File: src/rtl/core/gbs_pkg.sv
package gbs_pkg;

    // geometry
    localparam int MAX_WIDTH = 1024;
    localparam int COL_W     = $clog2(MAX_WIDTH);
    localparam int EW_W      = COL_W + 1;
    localparam int IROW_W    = 17;
    localparam int OROW_W    = 16;

    // pixel layout: red in the low byte, alpha in the high byte
    localparam int CH_W  = 8;
    localparam int PIX_W = 4 * CH_W;

    // configuration port
    localparam int CFG_IDX_W  = 2;
    localparam int CFG_DATA_W = 16;
    localparam int IMG_W_W    = 11;
    localparam int IMG_H_W    = 16;

    localparam logic [CFG_IDX_W-1:0] REG_FILTER_MODE  = 2'd0;
    localparam logic [CFG_IDX_W-1:0] REG_IMAGE_WIDTH  = 2'd1;
    localparam logic [CFG_IDX_W-1:0] REG_IMAGE_HEIGHT = 2'd2;

    localparam logic [IMG_W_W-1:0] IMAGE_WIDTH_RESET  = 11'd1024;
    localparam logic [IMG_H_W-1:0] IMAGE_HEIGHT_RESET = 16'd1;

    localparam logic KIND_PIXEL = 1'b0;
    localparam logic KIND_FLUSH = 1'b1;

    localparam logic MODE_BLUR    = 1'b0;
    localparam logic MODE_SHARPEN = 1'b1;

    typedef logic [PIX_W-1:0] pixel_t;
    typedef pixel_t [2:0][2:0] window_t;

    // which neighbours of the centre fall outside the frame
    typedef struct packed {
        logic top;
        logic bottom;
        logic left;
        logic right;
    } border_t;

    typedef struct packed {
        logic    emit;
        logic    last;
        border_t border;
    } stage_info_t;

    // line buffer / window control
    typedef struct packed {
        logic accept;
        logic shift;
        logic clear;
    } lb_ctrl_t;

endpackage

File: src/rtl/core/gbs_filter.sv
module gbs_filter (
    input  gbs_pkg::window_t         win,
    input  gbs_pkg::border_t         border,
    input  logic                     mode,
    output logic [gbs_pkg::CH_W-1:0] red,
    output logic [gbs_pkg::CH_W-1:0] green,
    output logic [gbs_pkg::CH_W-1:0] blue,
    output logic [gbs_pkg::CH_W-1:0] alpha
);
    import gbs_pkg::*;

    // floor(x / 5) for x below 2048, reciprocal rounded up so exact multiples land
    localparam logic [24:0] DIV5_RECIP = 25'd13108;

    function automatic logic [CH_W-1:0] chan_filter(
        input window_t     w,
        input border_t     bd,
        input int unsigned sh,
        input logic        md
    );
        logic [13:0]        sum;
        logic [13:0]        wt;
        logic [CH_W-1:0]    v;
        logic               outside;
        logic [10:0]        q8;
        logic [24:0]        prod;
        logic [8:0]         blur_wide;
        logic [CH_W-1:0]    blur;
        logic [CH_W-1:0]    p;
        logic signed [11:0] s;
        logic [CH_W-1:0]    res;
        sum = '0;
        for (int r = 0; r < 3; r++)
        begin
            for (int c = 0; c < 3; c++)
            begin
                outside = (r == 0 && bd.top) || (r == 2 && bd.bottom) ||
                          (c == 0 && bd.left) || (c == 2 && bd.right);
                // off-frame neighbours read as white
                v = outside ? '1 : w[r][c][sh +: CH_W];
                if (r == 1 && c == 1)
                begin
                    wt = 14'd20;
                end
                else if (r == 1 || c == 1)
                begin
                    wt = 14'd4;
                end
                else
                begin
                    wt = 14'd1;
                end
                sum = sum + 14'(v) * wt;
            end
        end
        // divide by 40 as shift by 3 then multiply by reciprocal of 5
        q8        = sum[13:3];
        prod      = 25'(q8) * DIV5_RECIP;
        blur_wide = prod[24:16];
        blur      = (blur_wide > 9'd255) ? '1 : blur_wide[CH_W-1:0];
        p         = w[1][1][sh +: CH_W];
        s         = $signed(12'(p) * 12'd3) - $signed(12'(blur) * 12'd2);
        if (s < 0)
        begin
            res = '0;
        end
        else if (s > 12'sd255)
        begin
            res = '1;
        end
        else
        begin
            res = s[CH_W-1:0];
        end
        return (md == MODE_SHARPEN) ? res : blur;
    endfunction

    assign red   = chan_filter(win, border, 0, mode);
    assign green = chan_filter(win, border, CH_W, mode);
    assign blue  = chan_filter(win, border, 2 * CH_W, mode);
    assign alpha = win[1][1][3*CH_W +: CH_W];

endmodule

File: config.mk
export PLATFORM = sky130hd
export DESIGN_NAME = gbs_filter
export DESIGN_NICKNAME = d
export VERILOG_FILES = /design/src/rtl/core/gbs_pkg.sv /design/src/rtl/core/gbs_filter.sv
export SDC_FILE = /design/constraint.sdc
export NUM_CORES = 1
export LEC_CHECK = 0
export BUFFER_PORTS_ARGS = -buffer_cell sky130_fd_sc_hd__buf_2
export CAP_MARGIN = 20
export CORE_MARGIN = 8
export CORE_UTILIZATION = 53
export DETAILED_ROUTE_END_ITERATION = 7
export MAX_ROUTING_LAYER = met4
export PLACE_DENSITY = 0.75
export SLEW_MARGIN = 30
export SYNTH_ARGS = -nofsm -noshare
export SYNTH_HDL_FRONTEND = slang
export SYNTH_SLANG_ARGS = --single-unit
File: constraint.sdc
create_clock -name vclk -period 35.5
set_clock_uncertainty 0.1 [all_clocks]
set_input_delay 10.65 -clock vclk [all_inputs]
set_output_delay 10.65 -clock vclk [all_outputs]
set_load 0.005 [all_outputs]
---- After elaboration in Yosys (flattened, before gate mapping) ----
Index checks and enable logic that the tools add are counted.
operators by class
  add/sub/neg operators ................... 27
  multiply operators ...................... 9
  divide/modulo/power cells ............... 0
  order comparisons ....................... 9
  equal/unequal tests ..................... 0
  shift-type cells ........................ 0
  multiplexer cells ....................... 36
  bitwise logic cells ..................... 0
  reduce and logical (&&, ||, !) cells .... 4
operator list
  operator                  count
  $mux W8                   36
  $add A14 B10 Y14          7
  $add A14 B8 Y14           6
  $mul A11 B12 Y23 const B  3
  $add A11 B8 Y12           3
  $add A8 B10 Y11           3
  $gt A11 B9 Y1 const B     3
  $lt A11 B1 Y1 const B     3
  $mul A8 B3 Y11 const B    3
  $sub A10 B9 Y11           3
  $mul A8 B2 Y10 const B    3
  $add A13 B13 Y14          2
  $gt A9 B8 Y1 const B      3
  $add A12 B10 Y13          2
  $add A14 B14 Y14          1
  $logic_or A1 B1 Y1        4
storage, ports and cells
  register bits after elaboration ......... 0
  bits in latches ......................... 0
  RAM bits ................................ 0
  bits in read-only memories .............. 0
  input bits .............................. 293
  output and inout port bits .............. 32
  logic and storage cells ................. 85
  memories ................................ 0

---- Logic depth before layout (Yosys ltp) ----
  depth in word-level cells ............... 18
  depth in mapped cells ................... 60
  depth with buffers taken out ............ 57

---- Worst setup path after synthesis ----
Ideal clock, no wire load.
  path kind ............................... input-to-output
  start ................................... input border[1] in the netlist's numbering
  end ..................................... output blue[4] in the netlist's numbering
  data arrival time ....................... 23.092 ns
  data required time ...................... 24.750 ns
  slack ................................... 1.658 ns
  stages on the path ...................... 55
  path buffers ............................ 3
  cells stage by stage .................... clkbuf_1 clkbuf_1 or3_1 fa_1 inv_1 fa_1 inv_1 a21oi_1 o21bai_1 a21o_1 a21o_1 xor2_1 fa_1 inv_1 fa_1 inv_1 fa_1 inv_1 [... 19 more ...] or3b_4 o21ai_2 xor2_2 xor2_1 buf_4 nand2_1 fa_1 inv_1 ha_1 a211oi_1 o21bai_1 a21oi_1 o21ai_0 xor2_1 a31oi_1 o21a_1 nor2_1 a21oi_1
between the ends
  word-level cells in the longest chain between the ends .. 18
  elaborated cells on any way between the ends .. 22
  those cells by class .................... add/sub (9); mul (1); order compare (3); mux (7); reduce/logical (2)
ends and longest elaborated chain
  what                  RTL line          text
  start: declaration    gbs_filter.sv:3   input gbs_pkg::border_t border,
  $logic_or A1 B1 Y1    gbs_filter.sv:37  outside = (r == 0 && bd.top) || (r == 2 && bd.bottom) ||
  $mux W8               gbs_filter.sv:40  v = outside ? '1 : w[r][c][sh +: CH_W];
  $add A8 B10 Y11       gbs_filter.sv:53  sum = sum + 14'(v) * wt;
  $add A11 B8 Y12       gbs_filter.sv:53
  $add A14 B10 Y14      gbs_filter.sv:53
  $add A14 B14 Y14      gbs_filter.sv:53
  $add A14 B10 Y14      gbs_filter.sv:53
  $add A14 B8 Y14 (*)   gbs_filter.sv:53
  [... 2 more ...]      -
  $mul A11 B12 Y23 (*)  gbs_filter.sv:58  prod = 25'(q8) * DIV5_RECIP;
  $gt A9 B8 Y1          gbs_filter.sv:60  blur = (blur_wide > 9'd255) ? '1 : blur_wide[CH_W-1:0];
  $mux W8 (*)           gbs_filter.sv:60
  $sub A10 B9 Y11       gbs_filter.sv:62  s = $signed(12'(p) * 12'd3) - $signed(12'(blur) * 12'd2);
  $gt A11 B9 Y1         gbs_filter.sv:67  else if (s > 12'sd255)
  $mux W8               gbs_filter.sv:67
  $mux W8               gbs_filter.sv:63  if (s < 0)
  $mux W8 (*)           gbs_filter.sv:75  return (md == MODE_SHARPEN) ? res : blur;
  end: declaration      gbs_filter.sv:7   output logic [gbs_pkg::CH_W-1:0] blue,
Every way passes the cells marked *; elsewhere a longest branch is shown, timed or not.

---- Worst setup path after layout ----
  start ................................... input win[129] in the netlist's numbering
  end ..................................... output red[2] in the netlist's numbering
between the ends
  word-level cells in the longest chain between the ends .. 14
  elaborated cells on any way between the ends .. 16
  those cells by class .................... add/sub (6); mul (3); order compare (3); mux (4)
ends and longest elaborated chain
  what                RTL line          text
  start: declaration  gbs_filter.sv:2   input gbs_pkg::window_t win,
  $mul A8 B3 Y11      gbs_filter.sv:53
  $add A13 B13 Y14    gbs_filter.sv:53
  $add A14 B10 Y14    gbs_filter.sv:53
  $add A14 B8 Y14     gbs_filter.sv:53
  $add A14 B10 Y14    gbs_filter.sv:53
  $add A14 B8 Y14     gbs_filter.sv:53
  $mul A11 B12 Y23    gbs_filter.sv:58
  $gt A9 B8 Y1        gbs_filter.sv:60
  $mux W8             gbs_filter.sv:60
  $sub A10 B9 Y11     gbs_filter.sv:62
  $gt A11 B9 Y1       gbs_filter.sv:67
  $mux W8             gbs_filter.sv:67
  $mux W8             gbs_filter.sv:63
  $mux W8 (*)         gbs_filter.sv:75
  end: declaration    gbs_filter.sv:5   output logic [gbs_pkg::CH_W-1:0] red,
Marked as above.

==> impl_metrics.toml <==
[logic_synthesis]
yosys-top-cells-count = "379 x inv_1, 326 x ha_1, 271 x fa_1"
synthDominantCellAreaShare_pct = 34.57
ys_types = 60
synth_area_sq_um = 15690
syn_inst = 1768
synth_area_leader_cell = "fa_1"
ys_top_cells_by_area = "fa_1 35%, ha_1 26%, inv_1 9.1%"
avgSynthCellArea_sq_um = 8.877
synth-seq-area-share_pct = 0
yosysMostFrequentCell = "inv_1"
synth_warnings = 0
synthesis.nets = 2658

[critical_path]
critPathMostFrequentCell = "fa_1"
crit_type = "in -> out"
cpMaxStageDelayCell = "fa_1"
cp-start-kind = "primary input"
worst-path-max-fanout = 8
crit_arrival_ns = 23.94
cp-end-kind = "output pin"
startpoint = "win[129]"
crit_required_ns = 24.75
slowest_delay_ns = 0.62

[global_route]
antenna_found_initial = 5
grt_max_degree = 60
track_usage_pct = 22.80
grt_first_pass_wirelength_microns = 65780
grt_pass1_vias = 14020
overflow = 0

[sta]
finalSetupTns_ns = 0
hold_viol_final = 0
setup_viol_count_final = 0
slew_headroom_pct = 49.20
period_needed_ns = 34.69
worst_pin_slew_ns = 0.7620
rsz0062_at_grt = "no"
fmax_mhz = 28.83
finalCritPeriodShare_pct = 97.72
slew_viol_final = 0

[detailed_routing]
vias = 12580
detail_route.wl_per_cell_microns = 16.32
dr.pass1.iters = 4
wirelength_microns = 38800
viasPerCell = 5.288
drt_iter0_markers = 490
drc = 0
antenna_left = 0

[placement]
routabilityCongestion = 0.9363
portBuffers = 245
hpwl_microns = 35760

[finish]
fin_nets = 2874
areaGrowthSynthToFinish_pct = 10.48
clock_buffer_count = 0
nFlopsAndLatches = 0
ff_latch_area_sq_um = 0
drive_gt1_share_pct = 16.80

[floorplan]
rows = 63
dieArea_sq_um = 35370
die_h_microns = 188.1
ios = 325
start_util_pct = 53.38
core_sq_um = 29400
die_w_microns = 188.1

[run_status]
status = "complete, no violations"

[clock_network]
cts_post_setup_buffers_inserted = 0

[job]
cap_violations = 0

[hold_path]
worstHoldPathType = "in -> out"
min_from = "win[152]"
-- cell usage in the layout, fill, tap and decap left out, types with 9 or more instances in the layout --
master	count
nor3_1	13
buf_2	244
buf_4	12
or2_2	64
o21a_1	23
ha_1	326
a21o_1	24
o21bai_1	22
a211oi_1	10
o211ai_1	16
or3_1	69
nand2b_1	11
inv_1	379
fa_1	271
nand2_1	37
xor2_1	37
o21ai_0	58
a21oi_1	69
nand3_1	10
xnor2_1	56
nor2b_1	12
and2_1	9
nor2_1	134
-- final cells by class --
type                            instances  area (sq um)
Multi-Input combinational cell       1346         14100
Fill cell                            2616         12060
Inverter                              380          1426
Timing Repair Buffer                  256          1311
Tap cell                              390         488.0
Antenna cell                            6         15.01
-- stage by stage --
| step | instances | worst slack (ns) | utilization (%) | hold WS [ns] | area (sq um) |
|---|---|---|---|---|---|
| 6_report | 2378 | 0.8091 | 58.97 | 21.20 | 17340 |
| 5_1_grt | 2377 | 0.04447 | 58.96 | 21.20 | 17340 |
| 4_1_cts | 2372 | 0.7398 | 58.84 | 21.20 | 17300 |
| 3_5_place_dp | 2372 | 0.8084 | 58.84 | 21.20 | 17300 |
| 3_3_place_gp | 2372 | 1.015 | 58.84 | 21.20 | 17300 |
| 2_1_floorplan | 1768 | 1.658 | - | 21.28 | 15690 |
-- logic make-up after synthesis --
group / Yosys count / synth area share [%]
simple gates: 387 / 12.70
mux: 3 / 0.1913
compound gates: 263 / 10.83
fa+ha+maj: 597 / 60.56
buf+inv: 422 / 10.31
xor+xnor: 96 / 5.405
-- path summary, 6_finish.rpt --
| path | end | slack [ns] | depth (start not counted) |
|---|---|---|---|
| hold / removal | alpha[0] | 21.20 | 0 |
| setup / recovery | red[2] | 0.81 | 47 |
-- layer usage --
layer  track usage (%)  vias to the layer above  part of all wire (%)
met5                 -                        -                     0
met4             5.303                        0                   2.5
met3             2.452                       65                   5.3
met2             39.39                      304                    49
met1             28.34                     6060                    44
li1                  -                     6147                     -
-- worst max-delay path, delay by kind of cell --
family,cells,cell delay [ns]
compound gates,17,3.56
xor+xnor,3,1.22
fa+ha+maj,16,6.96
buf+inv,7,0.70
simple gates,4,0.83
-- what timing repair did --
| item | in CTS | in global routing |
|---|---|---|
| setup endpoints to repair | 0 | 4 |
| hold buffers | 0 | 0 |
| gates resized for setup | 0 | 4 |
Power is left out: the tool's default activity adds up to more than one toggle a clock period on the data nets, which glitch-free logic cannot reach.
